`config.mk`:
```
export PLATFORM = sky130hd
export DESIGN_NAME = badsp_front
export DESIGN_NICKNAME = d
export VERILOG_FILES = /design/src/rtl/badsp_pkg.sv /design/src/rtl/badsp_front.sv
export SDC_FILE = /design/constraint.sdc
export NUM_CORES = 1
export LEC_CHECK = 0
export BUFFER_PORTS_ARGS = -buffer_cell sky130_fd_sc_hd__buf_2
export CAP_MARGIN = 30
export CORE_MARGIN = 2
export CORE_UTILIZATION = 35
export DETAILED_ROUTE_END_ITERATION = 8
export GPL_TIMING_DRIVEN = 0
export PLACE_DENSITY = 0.58
export SLEW_MARGIN = 0
export SYNTH_ARGS = -nofsm -noshare
export SYNTH_HDL_FRONTEND = slang
export SYNTH_SLANG_ARGS = --single-unit
```
`constraint.sdc`:
```
create_clock -name i_clk -period 9.26 [get_ports i_clk]
set_clock_uncertainty 0.15 [all_clocks]
set_input_delay 1.852 -clock i_clk [delete_from_list [all_inputs] [get_ports i_clk]]
set_output_delay 1.852 -clock i_clk [all_outputs]
set_load 0.02 [all_outputs]
```
`src/rtl/badsp_pkg.sv`:
```
// Shared constants, register indexes and types of the block average downsample packer.
package badsp_pkg;

    localparam int PIX_W        = 5;
    localparam int BYTE_W       = 8;
    localparam int CFG_WIDTH_W  = 12;
    localparam int CFG_HEIGHT_W = 13;
    localparam int CFG_DATA_W   = 13;
    localparam int CFG_IDX_W    = 1;
    localparam int ROW_W        = 12;
    localparam int MAX_HEIGHT   = 4096;

    localparam logic [CFG_IDX_W-1:0] CFG_IMAGE_WIDTH  = 1'd0;
    localparam logic [CFG_IDX_W-1:0] CFG_IMAGE_HEIGHT = 1'd1;

    // Classification of one pixel, made by the front end.
    typedef struct packed {
        logic first;       // first pixel of a block in this row
        logic replace;     // first pixel of a block in its block row
        logic seg_end;     // last pixel of the block in this row
        logic block_done;  // last pixel of the block
        logic img_end;     // last pixel of the image
    } t_badsp_flags;

endpackage

```
`src/rtl/badsp_front.sv`:
```
// Front end: size registers, raster position tracking and per-pixel classification.
module badsp_front #(
    parameter int MAX_WIDTH  = 2048,
    parameter int BLOCK_SIZE = 3,
    parameter int BCW        = 10,
    parameter int CNTW       = 4
) (
    input  logic                                i_clk,
    input  logic                                i_rst_n,
    input  logic                                i_cfg_we,
    input  logic [badsp_pkg::CFG_IDX_W-1:0]     i_cfg_idx,
    input  logic [badsp_pkg::CFG_DATA_W-1:0]    i_cfg_data,
    input  logic                                i_in_valid,
    output logic                                o_in_ready,
    input  logic [badsp_pkg::PIX_W-1:0]         i_pixel_value,
    input  logic                                i_clr_done,
    input  logic                                i_q_full,
    output logic                                o_q_push,
    output logic [badsp_pkg::PIX_W-1:0]         o_pix,
    output logic [BCW-1:0]                      o_bx,
    output logic [CNTW-1:0]                     o_count,
    output badsp_pkg::t_badsp_flags             o_flags
);
    import badsp_pkg::*;

    localparam int CW   = $clog2(MAX_WIDTH);
    localparam int XW   = ((CW + 1 > CFG_WIDTH_W) ? CW + 1 : CFG_WIDTH_W) + 1;
    localparam int CINW = $clog2(BLOCK_SIZE);

    logic [CFG_WIDTH_W-1:0]  r_width;
    logic [CFG_HEIGHT_W-1:0] r_height;
    logic [CW-1:0]           r_col;
    logic [ROW_W-1:0]        r_row;
    logic [CINW-1:0]         r_cin, r_rin;
    logic [BCW-1:0]          r_bx;

    logic [XW-1:0]           w_eff, col_p1;
    logic [CFG_HEIGHT_W-1:0] h_eff, row_p1;
    logic                    row_end, row_last, cin_last, rin_last;

    always_comb begin
        if (r_width == '0) begin
            w_eff = XW'(1);
        end else if (XW'(r_width) > XW'(MAX_WIDTH)) begin
            w_eff = XW'(MAX_WIDTH);
        end else begin
            w_eff = XW'(r_width);
        end
        if (r_height == '0) begin
            h_eff = CFG_HEIGHT_W'(1);
        end else if (r_height > CFG_HEIGHT_W'(MAX_HEIGHT)) begin
            h_eff = CFG_HEIGHT_W'(MAX_HEIGHT);
        end else begin
            h_eff = r_height;
        end
    end

    assign col_p1   = XW'(r_col) + XW'(1);
    assign row_p1   = CFG_HEIGHT_W'(r_row) + CFG_HEIGHT_W'(1);
    assign row_end  = (col_p1 >= w_eff);
    assign row_last = (row_p1 >= h_eff);
    assign cin_last = (r_cin == CINW'(BLOCK_SIZE - 1));
    assign rin_last = (r_rin == CINW'(BLOCK_SIZE - 1));

    assign o_in_ready = !i_q_full && i_clr_done;
    assign o_q_push   = i_in_valid && o_in_ready;
    assign o_pix      = i_pixel_value;
    assign o_bx       = r_bx;
    assign o_count    = CNTW'((CNTW'(r_cin) + CNTW'(1)) * (CNTW'(r_rin) + CNTW'(1)));

    assign o_flags.first      = (r_cin == '0);
    assign o_flags.replace    = (r_cin == '0) && (r_rin == '0);
    assign o_flags.seg_end    = cin_last || row_end;
    assign o_flags.block_done = (cin_last || row_end) && (rin_last || row_last);
    assign o_flags.img_end    = row_end && row_last;

    always_ff @(posedge i_clk) begin
        if (!i_rst_n) begin
            r_width  <= CFG_WIDTH_W'(1);
            r_height <= CFG_HEIGHT_W'(1);
        end else if (i_cfg_we) begin
            case (i_cfg_idx)
                CFG_IMAGE_WIDTH:  r_width  <= i_cfg_data[CFG_WIDTH_W-1:0];
                CFG_IMAGE_HEIGHT: r_height <= i_cfg_data[CFG_HEIGHT_W-1:0];
                default: ;
            endcase
        end
    end

    // Advance the raster position on every accepted pixel.
    always_ff @(posedge i_clk) begin
        if (!i_rst_n) begin
            r_col <= '0;
            r_row <= '0;
            r_cin <= '0;
            r_rin <= '0;
            r_bx  <= '0;
        end else if (o_q_push) begin
            if (row_end && row_last) begin
                r_col <= '0;
                r_row <= '0;
                r_cin <= '0;
                r_rin <= '0;
                r_bx  <= '0;
            end else if (row_end) begin
                r_col <= '0;
                r_cin <= '0;
                r_bx  <= '0;
                r_row <= r_row + ROW_W'(1);
                r_rin <= rin_last ? '0 : r_rin + CINW'(1);
            end else begin
                r_col <= r_col + CW'(1);
                r_cin <= cin_last ? '0 : r_cin + CINW'(1);
                r_bx  <= cin_last ? r_bx + BCW'(1) : r_bx;
            end
        end
    end

endmodule

```
==> results.yml, run 1 <==
clock_network:
  clk_latency_ps: 350
  htreeDepth: 3
  cts_hold_buf: 0
  cts-buffers-inserted: 9
  cts.sinks: 62
  cts_repair_resize_count: 0
  clkSlewWorstSetupHoldPaths_ps: 70
  cts_root_buffer: "clkbuf_8"
  post_cts_buffers: 0
  clockBufferDepth: 2
  cts_tree: "done"
die:
  fp.coreArea_um2: 10700
  dieArea_um2: 11700
  die_x_um: 108
  io_pins: 51
  initial_utilization_pct: 35.4
  rows: 38
  die_h_um: 108
synthesis:
  synth_top_cell_by_area: "dfxtp_1"
  synth_cells: 478
  synth_cell_type_count: 53
  synth_seq_area_share_pct: 32.6
  syn_area_um2: 3810
  synth_top_area_share_pct: 32.6
  synth.area.top_cells: "dfxtp_1, ha_1, nand2_1, a21oi_1, a22o_1"
  synth_edf_count: 0
  yosys_most_used_dff: "dfxtp_1"
  synth_area_per_cell_um2: 7.97
  yosys_register_bits: 62
  yosysMostFrequentCell: "nand2_1"
  yosys_warnings: 0
  synthArstFlopShare_pct: 0
  syn-num-nets: 543
  synth.cells.most_frequent: "nand2_1, dfxtp_1, ha_1"
setup_path:
  cp_slowest_cell: "clkbuf_1"
  crit_type: "reg2out"
  crit_fanout: 10
  critical_path.endpoint_type: "output pin"
  path_cells: "nand3_1, nor3_1, nand4_1, xnor2_1, ha_1, nand4_1, nor3_1, o221ai_1, o2111ai_1, clkbuf_1, nor2b_1, buf_2"
  reg2regPathDepth: 13
  cp.required_ps: 7260
  regToRegStartpoint: "r_col[0]"
  cpPeakStageDelay_ps: 460
  path_buf_inv: 2
  rrSetupSlack_ps: 5420
  r2r-end: "o_bx[1]"
  worst_setup_path_start_kind: "flip-flop"
  cp_top_family: "simple AND/OR/NAND/NOR gates"
  critPathArrivalTime_ps: 3670
sta:
  slew_viol_final: 0
  hold_viol: 0
  finalSetupViolCount: 0
  layout_min_cycle_time_ps: 5670
  post-route-period-util_pct: 61.3
  tns_ps: 0
  worst_slew_pin_slew_ps: 624
  rsz0062_at_grt: "false"
  relSlewSlack_pct: 58.2
  max_freq_ghz: 0.176
route:
  drt-pass1-iter-count: 5
  ant_nets: 0
  drt_iter0_markers: 148
  drcViolationCount: 0
  num_vias: 3505
  drt-total-wl_mm: 9.37
  post_drt_wl_per_cell_um: 13.8
  via_per_inst: 5.16
global_route:
  grt_pass1_wl_mm: 15.7
  antenna_found_initial: 0
  grt_pass1_vias: 3400
  grt_max_degree: 12
  grt-ovfl-total: 0
  grt_util_all_layers_pct: 17.0
status:
  run_status: "finished clean"
final_layout:
  areaGrowthSynthToFinish_pct: 16.2
  instances_no_fill: 679
  diodes: 0
  drive_gt1_share_pct: 15.4
  nets: 599
placed_design:
  portBuffers: 45
  gp_congestion: 0.810
  dp_hpwl_mm: 6.98
  place_inst: 663
worst_hold_path:
  hp-class: "reg2reg"
  min_to: "r_height[0]"
  worstHoldStart: "r_height[0]"
  min_delay_path_depth: 2
pwr:
  power_frac_seq_pct: 43.5
  vdd_drop_max_v: 0.000104
  p_per_area_nw_per_um2: 145
  p_sw_share_pct: 28.3
  combinationalPowerShare_pct: 14.5
  switchingPower_uw: 181
  pwr-share-clk_pct: 42.0
  power.leakage_nw: 1.88
  power.internal_uw: 459
flow_run:
  cap_viol_max_count: 0
==> placed cells by master, fill, tap and decap left out, drive strengths merged, types with 5 or more instances in the layout <==
| cell | count |
|---|---|
| nor3 | 10 |
| a31o | 6 |
| xor2 | 9 |
| nand3 | 27 |
| nor2 | 26 |
| inv | 12 |
| xnor2 | 12 |
| a22o | 19 |
| ha | 39 |
| o21ai | 12 |
| nand2 | 111 |
| o22ai | 6 |
| a21o | 5 |
| buf | 54 |
| nand4 | 5 |
| dfxtp | 62 |
| nor2b | 10 |
| a21oi | 35 |
| nor4 | 6 |
| clkbuf | 27 |
==> area by class of cell <==
class,instances,area [um2]
plain buffers,25,125
clock buffers,11,131
clock inverters,5,83.8
fillers,1134,6320
inverters,12,45.0
multi-input cells,379,2400
flip-flops and latches,62,1240
well taps,140,175
repair buffers,45,225
==> power groups by stage <==
stage	combinational [mW]	clock (mW)	sequential [mW]
2_1_floorplan	0.0649	0	0.283
3_3_place_gp	0.0916	0	0.285
3_5_place_dp	0.0929	0	0.285
4_1_cts	0.0935	0.275	0.279
5_1_grt	0.103	0.284	0.280
6_report	0.0925	0.269	0.279
==> layer usage <==
layer,vias to the layer above,track usage [%],share of wire (%)
met5,-,0,0
met4,0,4.95,1.3
met3,11,3.56,4.1
met2,70,28.4,46
met1,1629,22.2,49
li1,1795,-,-
==> kinds of logic (layout without fill, tap and decap cells) <==
group | after synthesis | count (layout) | synth area share, %
AO/OA/AOI/OAI | 107 | 107 | 19.6
buffers and inverters | 37 | 98 | 4.47
multiplexers | 1 | 1 | 0.263
AND/OR/NAND/NOR | 210 | 210 | 24.9
XOR/XNOR | 21 | 21 | 4.83
flip-flops | 62 | 62 | 32.6
adder cells (fa/ha/maj) | 40 | 40 | 13.3
==> stage by stage <==
| step | area, um2 | power [mW] | setup slack [ps] | hold slack (ps) | util, % |
|---|---|---|---|---|---|
| floorplan | 3810 | 0.348 | 4450 | 291 | - |
| global route | 4420 | 0.667 | 3190 | 344 | 41.2 |
| CTS | 4420 | 0.647 | 3560 | 322 | 41.2 |
| global placement | 4210 | 0.376 | 3940 | 306 | 39.2 |
| detailed placement | 4210 | 0.378 | 3960 | 310 | 39.2 |
| finish | 4420 | 0.640 | 3590 | 319 | 41.2 |
==> worst reg2reg max path: stages (launching register included) <==
cell and delay [ps]:
dfxtp_1 440, ha_1 260, nand3_1 150, nor2_1 290, nand3_1 140, xnor2_1 220
ha_1 300, a21oi_1 230, o211ai_1 140, a311oi_2 430, o21ai_2 260, nor2_4 290
buf_2 300, a31o_2 190
==> registers in the layout (all words and copies together), names as in the netlist <==
register / cells
r_rin: 2
r_row: 12
r_width: 12
r_col: 11
o_bx: 10
r_height: 13
r_cin: 2
==> worst max path at each step <==
stage | startpoint | slack, ps | endpoint | cells after the start
global placement | r_row[2] | 3940 | o_flags[0] | 12
finish | r_row[2] | 3590 | o_flags[0] | 12
floorplan | r_col[0] | 4450 | o_flags[1] | 11
detailed placement | r_row[0] | 3960 | o_flags[0] | 13
global route | r_row[0] | 3190 | o_flags[0] | 13
CTS | r_row[0] | 3560 | o_flags[0] | 13
Power figures use the tool's default switching activity.
==> run 2, diff against run 1 <==
- PLACE_DENSITY: 0.58 -> 0.6
- clock period: 9.26 -> 4.6 ns (I/O delays scaled with it)
==> results.yml, run 2 (same netlist as run 1, synthesis figures left out) <==
status:
  run_status: "finished clean"
clock_network:
  clkSlewWorstSetupHoldPaths_ps: 70
  htreeDepth: 3
  cts_tree: "done"
  cts_hold_buf: 0
  clockBufferDepth: 2
  cts_root_buffer: "clkbuf_8"
  cts.sinks: 62
  cts-buffers-inserted: 9
  clk_latency_ps: 340
sta:
  hold_viol: 0
  worst_slew_pin_slew_ps: 680
  post-route-period-util_pct: 94.3
  layout_min_cycle_time_ps: 4340
  max_freq_ghz: 0.230
  finalSetupViolCount: 0
  relSlewSlack_pct: 54.7
  hold_slack_ps: 327
  layout_setup_ws_ps: 260
  slew_viol_final: 0
setup_path:
  cp.required_ps: 3530
  worst_setup_path_start_kind: "flip-flop"
  critical_path.endpoint_type: "output pin"
  crit_fanout: 10
  critPathArrivalTime_ps: 3270
  crit_type: "reg2out"
pwr:
  vdd_drop_max_v: 0.000122
  switchingPower_uw: 354
  p_per_area_nw_per_um2: 280
  power.leakage_nw: 1.91
  combinationalPowerShare_pct: 16.1
  pwr-share-clk_pct: 39.2
  p_sw_share_pct: 28.2
  power.internal_uw: 903
  power_frac_seq_pct: 44.7
final_layout:
  final_common_cell: "nand2_1"
  drive_gt1_share_pct: 18.1
  areaGrowthSynthToFinish_pct: 17.9
  finish.utilization_pct: 41.8
  diodes: 0
  largestRegisters: "r_height (13), r_row (12), r_width (12)"
  nets: 602
  instances_no_fill: 680
  largest_reg_flops: 13
  mostFrequentLayoutCells: "nand2_1, dfxtp_1, buf_2"
  top_register: "r_height"
global_route:
  grt_util_all_layers_pct: 16.8
  grt_max_degree: 11
  antenna_found_initial: 0
  grt_pass1_vias: 3359
  grt-ovfl-total: 0
  grt_pass1_wl_mm: 15.7
route:
  drt-pass1-iter-count: 4
  drt_iter0_markers: 162
  drcViolationCount: 0
  num_vias: 3538
  post_drt_wl_per_cell_um: 14.0
  drt-total-wl_mm: 9.55
  ant_nets: 0
  via_per_inst: 5.20
placed_design:
  post-place-ws_ps: 151
  portBuffers: 45
  dp_hpwl_mm: 7.00
  place_inst: 663
  gp_congestion: 0.811
die:
  fp.coreArea_um2: 10700
  dieArea_um2: 11700
  die_h_um: 108
  rows: 38
  die_x_um: 108
  io_pins: 51
  initial_utilization_pct: 35.4
worst_hold_path:
  hp-class: "reg2reg"
flow_run:
  cap_viol_max_count: 0
-- run 2: cell count changes in the layout (fill, tap and decap cells not counted), sizes merged --
cell    before  now
buf         54   57
bufinv       2    1
clkinv       1    0
-- run 2: repair_timing --
action | in CTS | in global routing
pin swaps | 1 | 1
resized for setup | 4 | 11
endpoints found under the hold margin | 0 | 0
buffers inserted | 2 | 1
endpoints found under the setup margin | 2 | 3
-- run 2: area by class of cell --
| class | instances | area [um2] |
|---|---|---|
| flip-flops and latches | 62 | 1240 |
| clock buffers | 11 | 151 |
| multi-input cells | 379 | 2450 |
| well taps | 140 | 175 |
| inverters | 12 | 45.0 |
| fillers | 1128 | 6250 |
| repair buffers | 48 | 248 |
| clock inverters | 3 | 45.0 |
| plain buffers | 25 | 135 |
-- run 2: path summary, 6_finish.rpt --
check / startpoint / end / cells after the start / slack (ps)
max: r_row[0] / o_flags[0] / 13 / 260
max reg2reg: r_col[1] / r_col[8] / 15 / 890
min: r_width[1] / r_width[1] / 2 / 330
min reg2reg: r_width[1] / r_width[1] / 2 / 330
-- run 2: power groups by stage --
stage	Sequential, mW	Combinational, mW	Clock (mW)
after detailed placement	0.574	0.187	0
final	0.562	0.202	0.493
after global placement	0.573	0.183	0
after floorplan	0.570	0.131	0
after global routing	0.564	0.224	0.527
after CTS	0.561	0.197	0.505
-- run 2: routing by layer --
layer	global-route usage, %	routed length (um)	part of all wire (%)	vias to the layer above
met1	22.8	4640	49	1664
li1	-	-	-	1801
met2	27.0	4400	46	67
met5	0	0	0	-
met3	3.86	427	4.5	6
met4	4.40	80	0.84	0
-- run 2: worst max-delay path, stage by stage (launching register included) --
cell and delay [ps]:
dfxtp_1 440, ha_2 280, nand3_1 120, nor3_2 270
nand3_2 150, xnor2_1 170, ha_1 310, nand4_1 100
nor3_1 200, o221ai_1 160, o2111ai_2 180, clkbuf_8 250
nor2b_1 130, buf_2 170
-- run 2: stage by stage --
| step | setup TNS (ps) | power (mW) | instance area [um2] |
|---|---|---|---|
| floorplan | 0 | 0.700 | 3810 |
| global placement | 0 | 0.756 | 4210 |
| detailed placement | 0 | 0.761 | 4210 |
| CTS | 0 | 1.26 | 4440 |
| global route | -6.77 | 1.31 | 4490 |
| finish | 0 | 1.26 | 4490 |
