===== config.mk =====
export PLATFORM = sky130hd
export DESIGN_NAME = badsp_fifo
export DESIGN_NICKNAME = d
export VERILOG_FILES = /design/src/rtl/badsp_fifo.sv
export SDC_FILE = /design/constraint.sdc
export NUM_CORES = 1
export LEC_CHECK = 0
export BUFFER_PORTS_ARGS = -buffer_cell sky130_fd_sc_hd__buf_4
export CAP_MARGIN = 20
export CORE_ASPECT_RATIO = 0.6
export CORE_MARGIN = 2
export CORE_UTILIZATION = 55
export DETAILED_ROUTE_END_ITERATION = 7
export PLACE_DENSITY = 0.79
export SYNTH_ARGS = -nofsm -noshare
export SYNTH_HDL_FRONTEND = slang
export SYNTH_SLANG_ARGS = --single-unit

===== constraint.sdc =====
create_clock -name i_clk -period 2.8 [get_ports i_clk]
set_clock_uncertainty 0.15 [all_clocks]
set_input_delay 0.56 -clock i_clk [delete_from_list [all_inputs] [get_ports i_clk]]
set_output_delay 0.56 -clock i_clk [all_outputs]
set_load 0.05 [all_outputs]

===== src/rtl/badsp_fifo.sv =====
// Small request queue between the pixel front end and the averaging back end.
module badsp_fifo #(
    parameter int W     = 8,
    parameter int DEPTH = 4
) (
    input  logic         i_clk,
    input  logic         i_rst_n,
    input  logic         i_push,
    input  logic [W-1:0] i_data,
    output logic         o_full,
    input  logic         i_pop,
    output logic         o_valid,
    output logic [W-1:0] o_data
);
    localparam int PW = (DEPTH > 1) ? $clog2(DEPTH) : 1;
    localparam int NW = $clog2(DEPTH + 1);

    logic [W-1:0]  r_mem [DEPTH];
    logic [PW-1:0] r_wr, n_wr;
    logic [PW-1:0] r_rd, n_rd;
    logic [NW-1:0] r_cnt, n_cnt;
    logic          push, pop;

    assign o_full  = (r_cnt == NW'(DEPTH));
    assign o_valid = (r_cnt != '0);
    assign o_data  = r_mem[r_rd];
    assign push    = i_push && !o_full;
    assign pop     = i_pop && o_valid;

    always_comb begin
        n_wr  = r_wr;
        n_rd  = r_rd;
        n_cnt = r_cnt;
        if (push) begin
            n_wr = (r_wr == PW'(DEPTH - 1)) ? '0 : r_wr + PW'(1);
        end
        if (pop) begin
            n_rd = (r_rd == PW'(DEPTH - 1)) ? '0 : r_rd + PW'(1);
        end
        if (push && !pop) begin
            n_cnt = r_cnt + NW'(1);
        end else if (pop && !push) begin
            n_cnt = r_cnt - NW'(1);
        end
    end

    always_ff @(posedge i_clk) begin
        if (!i_rst_n) begin
            r_wr  <= '0;
            r_rd  <= '0;
            r_cnt <= '0;
        end else begin
            r_wr  <= n_wr;
            r_rd  <= n_rd;
            r_cnt <= n_cnt;
        end
    end

    always_ff @(posedge i_clk) begin
        if (push) begin
            r_mem[r_wr] <= i_data;
        end
    end

endmodule


==> reports/metrics.yaml, run 1 <==
sta:
  fin_setup_tns_ns: 0
  clock.fmax_mhz: 404.1
  worst_slew_pin_slew_ns: 0.5403
  min_period_ns: 2.475
  setup_viol: 0
  finalHoldViolCount: 0
  fin_crit_sh_pct: 88.39
  rsz0062_at_grt: "no"
  relSlewSlack_pct: 63.93
  slew_viol_final: 0
grt:
  antenna_found_initial: 0
  grt_max_degree: 14
  grt_pass1_wl_mm: 3.767
  overflow: 0
  grt_pass1_vias: 768
  grt_util_all_layers_pct: 16.76
yosys:
  syn_inst: 93
  ys_warn_count: 0
  syn-num-nets: 112
  ys_types: 23
  ys_ff_latch: 41
  seq_area_frac_synth_pct: 69.89
  syn_area_mm2: 0.001633
  syn_avg_cell_area_um2: 17.56
route:
  drt_iter0_drc: 43
  wl_per_cell_um: 15.32
  wirelength_mm: 2.467
  detail-route-antenna-nets: 0
  drt_first_pass_iters: 4
  vias_per_cell: 5.230
  vias: 842
  drc: 0
finish:
  layout_common_cells: "edfxtp_1, buf_4, dfxtp_1"
  num_antenna_cells: 0
  syn2layout_area_growth_pct: 19.16
  drive_gt1_share_pct: 33.61
  final_common_cell: "edfxtp_1"
  multi_input_area_um2: 467.9
  num-fill-cells: 205
  seqCellArea_mm2: 0.001141
  nets: 137
  utilization_pct: 68.20
hold_path:
  hp-class: "input pin to register"
placed_design:
  gp_congestion: 0.7556
  hpwl_mm: 1.760
  port_buffers: 21
setup_path:
  path_max_fanout: 5
  critPathLaunchType: "register"
  path_class: "register to register"
  cp-end-kind: "register"
  crit_buf_inv: 1
  crit_family: "adder cells"
  worst_ep_required_time_ns: 2.86
  cp_cell_sequence: "o31ai_2, ha_1, inv_1, fa_1, xor2_1, or3_2, a21boi_0"
  slowest_delay_ns: 0.43
  critPathSlowestCell: "o31ai_2"
  crit_arrival_ns: 2.54
power_and_ir_drop:
  seqPwrFrac_pct: 43.2
  p_clk_share_pct: 23.5
  internal-power_mw: 1.271
  power_density_mw_per_mm2: 988.9
  p_switching_mw: 0.6528
  p_leak_nw: 0.7118
  worst_ir_drop_vdd_uv: 505.2
  p_sw_share_pct: 33.93
  p_comb_share_pct: 33.3
run:
  drv_cap: 0
floorplanning:
  io_pins: 22
  core_mm2: 0.002853
  initial_core_util_pct: 57.24
  die_h_um: 46.21
  rows: 15
  die_w_um: 74.34
  die_area_mm2: 0.003435
clock_network:
  numCtsBuffers: 5
  clkLatencyLatePin_ns: 0.28
  clock_sinks: 41
  clk_pin_slew_ns: 0.08
  cts_buffer_depth: 2
  cts_max_level: 2
  cts-root-buf: "clkbuf_8"
  cts_tree: "built"
run_status:
  outcome: "complete, no violations"
==> final cells by class <==
| class | instances | area share [%] |
|---|---|---|
| Sequential cell | 41 | 58.65 |
| Multi-Input combinational cell | 45 | 24.05 |
| Timing Repair Buffer | 22 | 8.489 |
| Inverter | 3 | 0.5788 |
| Clock inverter | 2 | 1.801 |
| Clock buffer | 6 | 3.730 |
| Tap cell | 42 | 2.701 |
==> routing by layer <==
| metal | track usage [%] | up-vias | wire [µm] |
|---|---|---|---|
| met1 | 20.89 | 418 | 1091 |
| met4 | 7.500 | 0 | 34 |
| met2 | 26.61 | 18 | 1215 |
| li1 | - | 400 | - |
| met3 | 6.565 | 6 | 126 |
| met5 | 0 | - | 0 |
==> stage by stage <==
stage               cells  instance area (µm²)  power, mW  setup WS (ns)  hold WS, ns
floorplan              93                 1633      1.313         0.2079       0.3177
global placement      153                 1833      1.467         0.3322       0.3348
detailed placement    153                 1833      1.485         0.1421       0.3481
CTS                   161                 1941      1.934         0.1374       0.3090
global route          161                 1946      2.021         0.1832       0.3085
finish                161                 1946      1.924         0.3251       0.3132
==> synthesized netlist by cell type (all sizes together) <==
master | number | share of area (%)
inv | 3 | 0.69
a21boi | 1 | 0.46
or3 | 2 | 0.84
nand3 | 2 | 0.61
mux4 | 8 | 11
nor2b | 2 | 0.77
mux2i | 3 | 1.8
ha | 6 | 4.6
nor2 | 2 | 0.46
nor3b | 1 | 0.77
dfxtp | 9 | 11
xnor2 | 1 | 0.54
o21ai | 3 | 0.92
fa | 1 | 1.2
nand2 | 6 | 1.4
and2 | 5 | 1.9
xor2 | 1 | 0.54
o31ai | 1 | 0.46
clkbuf | 1 | 0.23
buf | 3 | 0.84
edfxtp | 32 | 59
==> registers in the layout (all words and copies together) (netlist names), named ones only <==
name   flops
r_rd       2
r_wr       2
r_mem     32
r_cnt      3
==> power groups by stage <==
stage,Combinational (mW),Sequential [mW],Clock (mW)
after floorplan,0.516,0.797,0
after global routing,0.688,0.848,0.484
after global placement,0.629,0.838,0
after detailed placement,0.641,0.844,0
final,0.640,0.831,0.453
after CTS,0.644,0.831,0.459
==> cells by family (layout without fill, tap and decap cells) <==
kind of cell	after synthesis	count (layout)	synth area share, %
buf+inv	7	33	1.762
fa+ha+maj	7	7	5.824
xor+xnor	2	2	1.073
flops	41	41	69.88
compound gates	5	5	1.839
simple gates	20	20	6.744
mux	11	11	12.87
==> path summary, 6_finish.rpt <==
path	from	to	slack, ns	depth (start not counted)
worst max-delay path	r_cnt[1]$_SDFFE_PN0P_	r_cnt[2]$_SDFFE_PN0P_	0.33	7
worst max register to register	r_cnt[1]$_SDFFE_PN0P_	r_cnt[2]$_SDFFE_PN0P_	0.33	7
worst min register to register	r_wr[1]$_SDFFE_PN0P_	r_wr[1]$_SDFFE_PN0P_	0.36	2
worst min-delay path	i_data[2]	r_mem[1][2]$_DFFE_PP_	0.31	1
==> repair_timing <==
| item | in CTS | in global routing |
|---|---|---|
| setup buffers | 0 | 0 |
| resized for setup | 0 | 1 |
| hold buffers | 0 | 0 |
| endpoints found under the setup margin | 0 | 1 |
(Power assumes the default switching activity.)
==> run 2: changes to the inputs <==
--- a/config.mk
+++ b/config.mk
@@ -7,7 +7,7 @@
 export LEC_CHECK = 0
 export BUFFER_PORTS_ARGS = -buffer_cell sky130_fd_sc_hd__buf_4
 export CAP_MARGIN = 20
-export CORE_ASPECT_RATIO = 0.6
+export CORE_ASPECT_RATIO = 1.1
 export CORE_MARGIN = 2
 export CORE_UTILIZATION = 55
 export DETAILED_ROUTE_END_ITERATION = 7
==> reports/metrics.yaml, run 2 (synthesis gave the netlist of run 1 again) <==
sta:
  relSlewSlack_pct: 63.66  # -0.27 points
  fin_crit_sh_pct: 89.92  # +1.5 points
  fin_setup_tns_ns: 0  # unchanged
  hold_ws_ns: 0.2551  # -0.05816 ns
  rsz0062_at_grt: "no"
  finalHoldViolCount: 0  # unchanged
  worst_slew_pin_slew_ns: 0.5444  # +0.004079 ns
  clock.fmax_mhz: 397.2  # -1.7%
  setup_viol: 0  # unchanged
  slew_viol_final: 0  # unchanged
  min_period_ns: 2.518  # +0.04274 ns
setup_path:
  path_max_fanout: 8  # +3
  r2r_setup_slack_ns: 0.33  # about the same
  path_class: "register to output pin"
  worst_ep_required_time_ns: 2.09  # -0.77 ns
  cp-end-kind: "output pin"
  critPathLaunchType: "register"
  reg2reg_depth: 7  # unchanged
  reg2reg_to: "r_cnt[2]$_SDFFE_PN0P_"
  rr_startpoint: "r_cnt[1]$_SDFFE_PN0P_"
  crit_arrival_ns: 1.81  # -0.73 ns
hold_path:
  whs_path_depth: 1  # unchanged
  holdPathEnd: "r_mem[0][4]$_DFFE_PP_"
  hold_start: "i_data[4]"
  hp-class: "input pin to register"
clock_network:
  cts_buffer_depth: 2  # unchanged
  clock_sinks: 41  # unchanged
  cts_max_level: 2  # unchanged
  numCtsBuffers: 5  # unchanged
  cts-root-buf: "clkbuf_4"
  clkLatencyLatePin_ns: 0.34  # +0.06 ns
  ctsHoldBuffers: 0  # unchanged
  clk_pin_slew_ns: 0.12  # +0.04 ns
  cts_tree: "built"
finish:
  largest_reg_flops: 32  # unchanged
  drive_gt1_share_pct: 33.61  # unchanged
  layout_common_cells: "edfxtp_1, buf_4, dfxtp_1"
  top_regs: "r_mem (32), r_cnt (3)"
  final_common_cell: "edfxtp_1"
  num_antenna_cells: 0  # unchanged
  nets: 137  # unchanged
  syn2layout_area_growth_pct: 15.02
  regMostFlops: "r_mem"
  utilization_pct: 67.01  # -1.2 points
floorplanning:
  io_pins: 22  # unchanged
  die_area_mm2: 0.003421  # -0.40%
  die_h_um: 61.15  # +32%
  core_mm2: 0.002803  # -1.8%
  die_w_um: 55.95  # -25%
  rows: 20  # +5
  initial_core_util_pct: 58.26  # +1.0 points
grt:
  grt_pass1_vias: 899  # +17%
  antenna_found_initial: 0  # unchanged
  grt_max_degree: 13  # -1
  grt_pass1_wl_mm: 4.119  # +9.3%
  grt_util_all_layers_pct: 17.46  # +0.70 points
  overflow: 0  # unchanged
power_and_ir_drop:
  seqPwrFrac_pct: 47.7  # +4.5 points
  power_density_mw_per_mm2: 930.8  # -5.9%
  worst_ir_drop_vdd_uv: 767.2  # +52%
  p_leak_nw: 0.6886  # -3.3%
  internal-power_mw: 1.102  # -13%
  p_comb_share_pct: 36.6  # +3.3 points
  p_switching_mw: 0.6461  # -1.0%
  p_sw_share_pct: 36.96  # +3.0 points
  p_clk_share_pct: 15.7  # -7.8 points
route:
  wirelength_mm: 2.526  # +2.4%
  vias: 840  # -0.24%
  drc: 0  # unchanged
  drt_iter0_drc: 8  # -81%
  vias_per_cell: 5.526  # +5.7%
  wl_per_cell_um: 16.62  # +8.5%
  drt_first_pass_iters: 4  # unchanged
  detail-route-antenna-nets: 0  # unchanged
placed_design:
  port_buffers: 21  # unchanged
  gp_congestion: 0.6605  # -13%
  hpwl_mm: 1.828  # +3.8%
run:
  drv_cap: 0  # unchanged
run_status:
  outcome: "complete, no violations"
==> run 2: how the worst max path moves through the flow <==
stage,endpoint,cells past startpoint
finish,o_data[4],2
detailed placement,r_cnt[2]$_SDFFE_PN0P_,7
floorplan,r_cnt[2]$_SDFFE_PN0P_,9
global placement,r_cnt[2]$_SDFFE_PN0P_,7
CTS,r_cnt[2]$_SDFFE_PN0P_,7
global route,o_data[6],2
==> run 2: power by group through the flow <==
stage	Sequential [mW]	Combinational, mW	Clock (mW)
floorplan	0.797	0.516	0
global placement	0.838	0.626	0
detailed placement	0.849	0.644	0
CTS	0.835	0.647	0.284
global route	0.850	0.689	0.309
finish	0.834	0.640	0.274
==> run 2: metrics by stage <==
step / instances / power, mW / setup slack, ns / cell area, µm²
detailed placement: 144 / 1.494 / 0.1647 / 1822
finish: 152 / 1.748 / 0.2824 / 1878
CTS: 152 / 1.765 / 0.1517 / 1873
global placement: 144 / 1.464 / 0.3513 / 1822
floorplan: 93 / 1.313 / 0.2079 / 1633
global route: 152 / 1.847 / 0.1234 / 1878
==> run 2: area by class of cell <==
cell class	count	area (µm²)
clock buffers	6	41.29
inverters	3	11.26
multi-input cells	45	467.9
flip-flops and latches	41	1141
fillers	216	924.6
well taps	33	41.29
clock inverters	2	10.01
repair buffers	22	165.2
==> run 2: layer usage <==
metal  global-route usage [%]  wire [µm]  vias to the layer above  part of all wire, %
met3                    6.303        116                        7                  4.6
li1                         -          -                      397                    -
met4                    9.184         60                        0                  2.4
met2                    33.50       1393                       17                   55
met5                        0          0                        -                    0
met1                    16.79        956                      419                   38
==> run 2: repair_timing <==
item                       CTS  global route
buffers inserted             0             0
setup endpoints to repair    0             1
gates resized for setup      0             1
==> run 2: worst max-delay path, cell delays in order, from the launching register on <==
cell and delay (ns):
dfxtp_1 0.68, mux4_2 0.58, buf_4 0.21
==> run 3: changes to the inputs <==
--- a/config.mk
+++ b/config.mk
@@ -7,7 +7,6 @@
 export LEC_CHECK = 0
 export BUFFER_PORTS_ARGS = -buffer_cell sky130_fd_sc_hd__buf_4
 export CAP_MARGIN = 20
-export CORE_ASPECT_RATIO = 1.1
 export CORE_MARGIN = 2
 export CORE_UTILIZATION = 55
 export DETAILED_ROUTE_END_ITERATION = 7
==> reports/metrics.yaml, run 3 (synthesis gave the netlist of run 1 again) <==
finish:
  final_common_cell: "edfxtp_1"
  utilization_pct: 67.25  # +0.24 points
  drive_gt1_share_pct: 32.77  # -0.84 points
  layout_common_cells: "edfxtp_1, buf_4, dfxtp_1"
  num_antenna_cells: 0  # unchanged
  syn2layout_area_growth_pct: 14.56
  largest_reg_flops: 32  # unchanged
  nets: 137  # unchanged
  top_regs: "r_mem (32), r_cnt (3)"
  regMostFlops: "r_mem"
floorplanning:
  initial_core_util_pct: 58.70  # +0.45 points
  die_area_mm2: 0.003421  # about the same
  die_h_um: 58.49  # -4.4%
  die_w_um: 58.49  # +4.5%
  core_mm2: 0.002781  # -0.76%
  rows: 19  # -5.0%
  io_pins: 22  # unchanged
setup_path:
  rr_startpoint: "r_cnt[0]$_SDFFE_PN0P_"
  reg2reg_depth: 7  # unchanged
  cp-end-kind: "register"
  reg2reg_to: "r_cnt[2]$_SDFFE_PN0P_"
  path_class: "register to register"
  worst_ep_required_time_ns: 2.93  # +0.84 ns
  critPathLaunchType: "register"
  r2r_setup_slack_ns: 0.22  # -0.11 ns
  path_max_fanout: 5  # -3
  crit_arrival_ns: 2.71  # +0.90 ns
sta:
  setup_viol: 0  # unchanged
  fin_setup_tns_ns: 0  # unchanged
  rsz0062_at_grt: "no"
  worst_slew_pin_slew_ns: 0.5467  # +0.002325 ns
  clock.fmax_mhz: 386.9  # -2.6%
  fin_crit_sh_pct: 92.31  # +2.4 points
  min_period_ns: 2.585  # +0.06705 ns
  slew_viol_final: 0  # unchanged
  setup_ws_ns: 0.2153  # -0.06705 ns
  relSlewSlack_pct: 63.50  # -0.16 points
  finalHoldViolCount: 0  # unchanged
clock_network:
  cts_resized: 0  # unchanged
  clkLatencyLatePin_ns: 0.34  # about the same
  cts_tree: "built"
  clock_sinks: 41  # unchanged
  cts_setup_buffers: 0  # unchanged
  ctsHoldBuffers: 0  # unchanged
  clk_pin_slew_ns: 0.12  # about the same
  cts-root-buf: "clkbuf_4"
  cts_buffer_depth: 2  # unchanged
  cts_max_level: 2  # unchanged
  numCtsBuffers: 5  # unchanged
placed_design:
  port_buffers: 21  # unchanged
  pre_cts_ws_ns: 0.2317  # +0.06702 ns
  gp_congestion: 0.6595  # -0.15%
  hpwl_mm: 1.759  # -3.8%
power_and_ir_drop:
  power_density_mw_per_mm2: 936.2  # +0.59%
  power.total_mw: 1.751  # +0.18%
  p_leak_nw: 0.6892  # about the same
  worst_ir_drop_vdd_uv: 641.5  # -16%
route:
  drt_first_pass_iters: 4  # unchanged
  vias_per_cell: 5.607  # +1.5%
  wl_per_cell_um: 17.36  # +4.5%
  drc: 0  # unchanged
  vias: 841  # +0.12%
  detail-route-antenna-nets: 0  # unchanged
  wirelength_mm: 2.604  # +3.1%
  drt_iter0_drc: 19  # +11
hold_path:
  holdPathEnd: "r_mem[3][3]$_DFFE_PP_"
  hold_start: "i_data[3]"
  whs_path_depth: 1  # unchanged
  hp-class: "input pin to register"
grt:
  grt_pass1_wl_mm: 4.071  # -1.2%
  grt_util_all_layers_pct: 17.59  # +0.13 points
  grt_max_degree: 13  # unchanged
  overflow: 0  # unchanged
  grt_pass1_vias: 860  # -4.3%
  antenna_found_initial: 0  # unchanged
run:
  drv_cap: 0  # unchanged
run_status:
  outcome: "complete, no violations"
## run 3: cell count changes in the layout (fill, tap and decap cells not counted)
| cell | change |
|---|---|
| o31ai_2 | -1 |
| o31ai_1 | +1 |
## run 3: how the worst max path moves through the flow
stage | startpoint | to | slack [ns]
after global routing | r_cnt[0]$_SDFFE_PN0P_ | r_cnt[2]$_SDFFE_PN0P_ | 0.05
after floorplan | r_cnt[1]$_SDFFE_PN0P_ | r_cnt[2]$_SDFFE_PN0P_ | 0.21
after global placement | r_cnt[0]$_SDFFE_PN0P_ | r_cnt[2]$_SDFFE_PN0P_ | 0.35
after CTS | register | o_data[2] | 0.20
after detailed placement | r_cnt[0]$_SDFFE_PN0P_ | r_cnt[2]$_SDFFE_PN0P_ | 0.23
final | r_cnt[0]$_SDFFE_PN0P_ | r_cnt[2]$_SDFFE_PN0P_ | 0.22
## run 3: layout make-up
| class | instances | area (µm²) |
|---|---|---|
| clock buffers | 6 | 41.29 |
| well taps | 31 | 38.79 |
| repair buffers | 22 | 165.2 |
| multi-input cells | 45 | 462.9 |
| flip-flops and latches | 41 | 1141 |
| inverters | 3 | 11.26 |
| clock inverters | 2 | 10.01 |
| fillers | 199 | 910.9 |
## run 3: critical path, cell delays in order (launching register included)
cell and delay, ns:
dfxtp_1 0.40, o31ai_1 0.51, ha_1 0.28, inv_1 0.06
fa_1 0.37, xor2_1 0.17, or3_2 0.40, a21boi_0 0.16
## run 3: per-layer routing
layer / share of wire, % / wire length, µm / track usage (%)
met5: 0 / 0 / 0
met2: 52 / 1367 / 27.93
met1: 39 / 1015 / 21.38
met4: 2.0 / 53 / 10.96
met3: 6.5 / 168 / 4.835
## run 3: power breakdown
group | switching (mW) | internal (mW) | total, mW | leakage, nW
clock network | 0.182 | 0.0958 | 0.278 | 0.0320
registers | 0.0814 | 0.748 | 0.830 | 0.367
logic | 0.387 | 0.256 | 0.643 | 0.290
## run 3: per-stage QoR
step	cells	area [µm²]	hold slack [ns]
2_1_floorplan	93	1633	0.3177
4_1_cts	150	1871	0.2436
5_1_grt	150	1871	0.2341
3_3_place_gp	142	1819	0.3383
3_5_place_dp	142	1819	0.3493
6_report	150	1871	0.2560
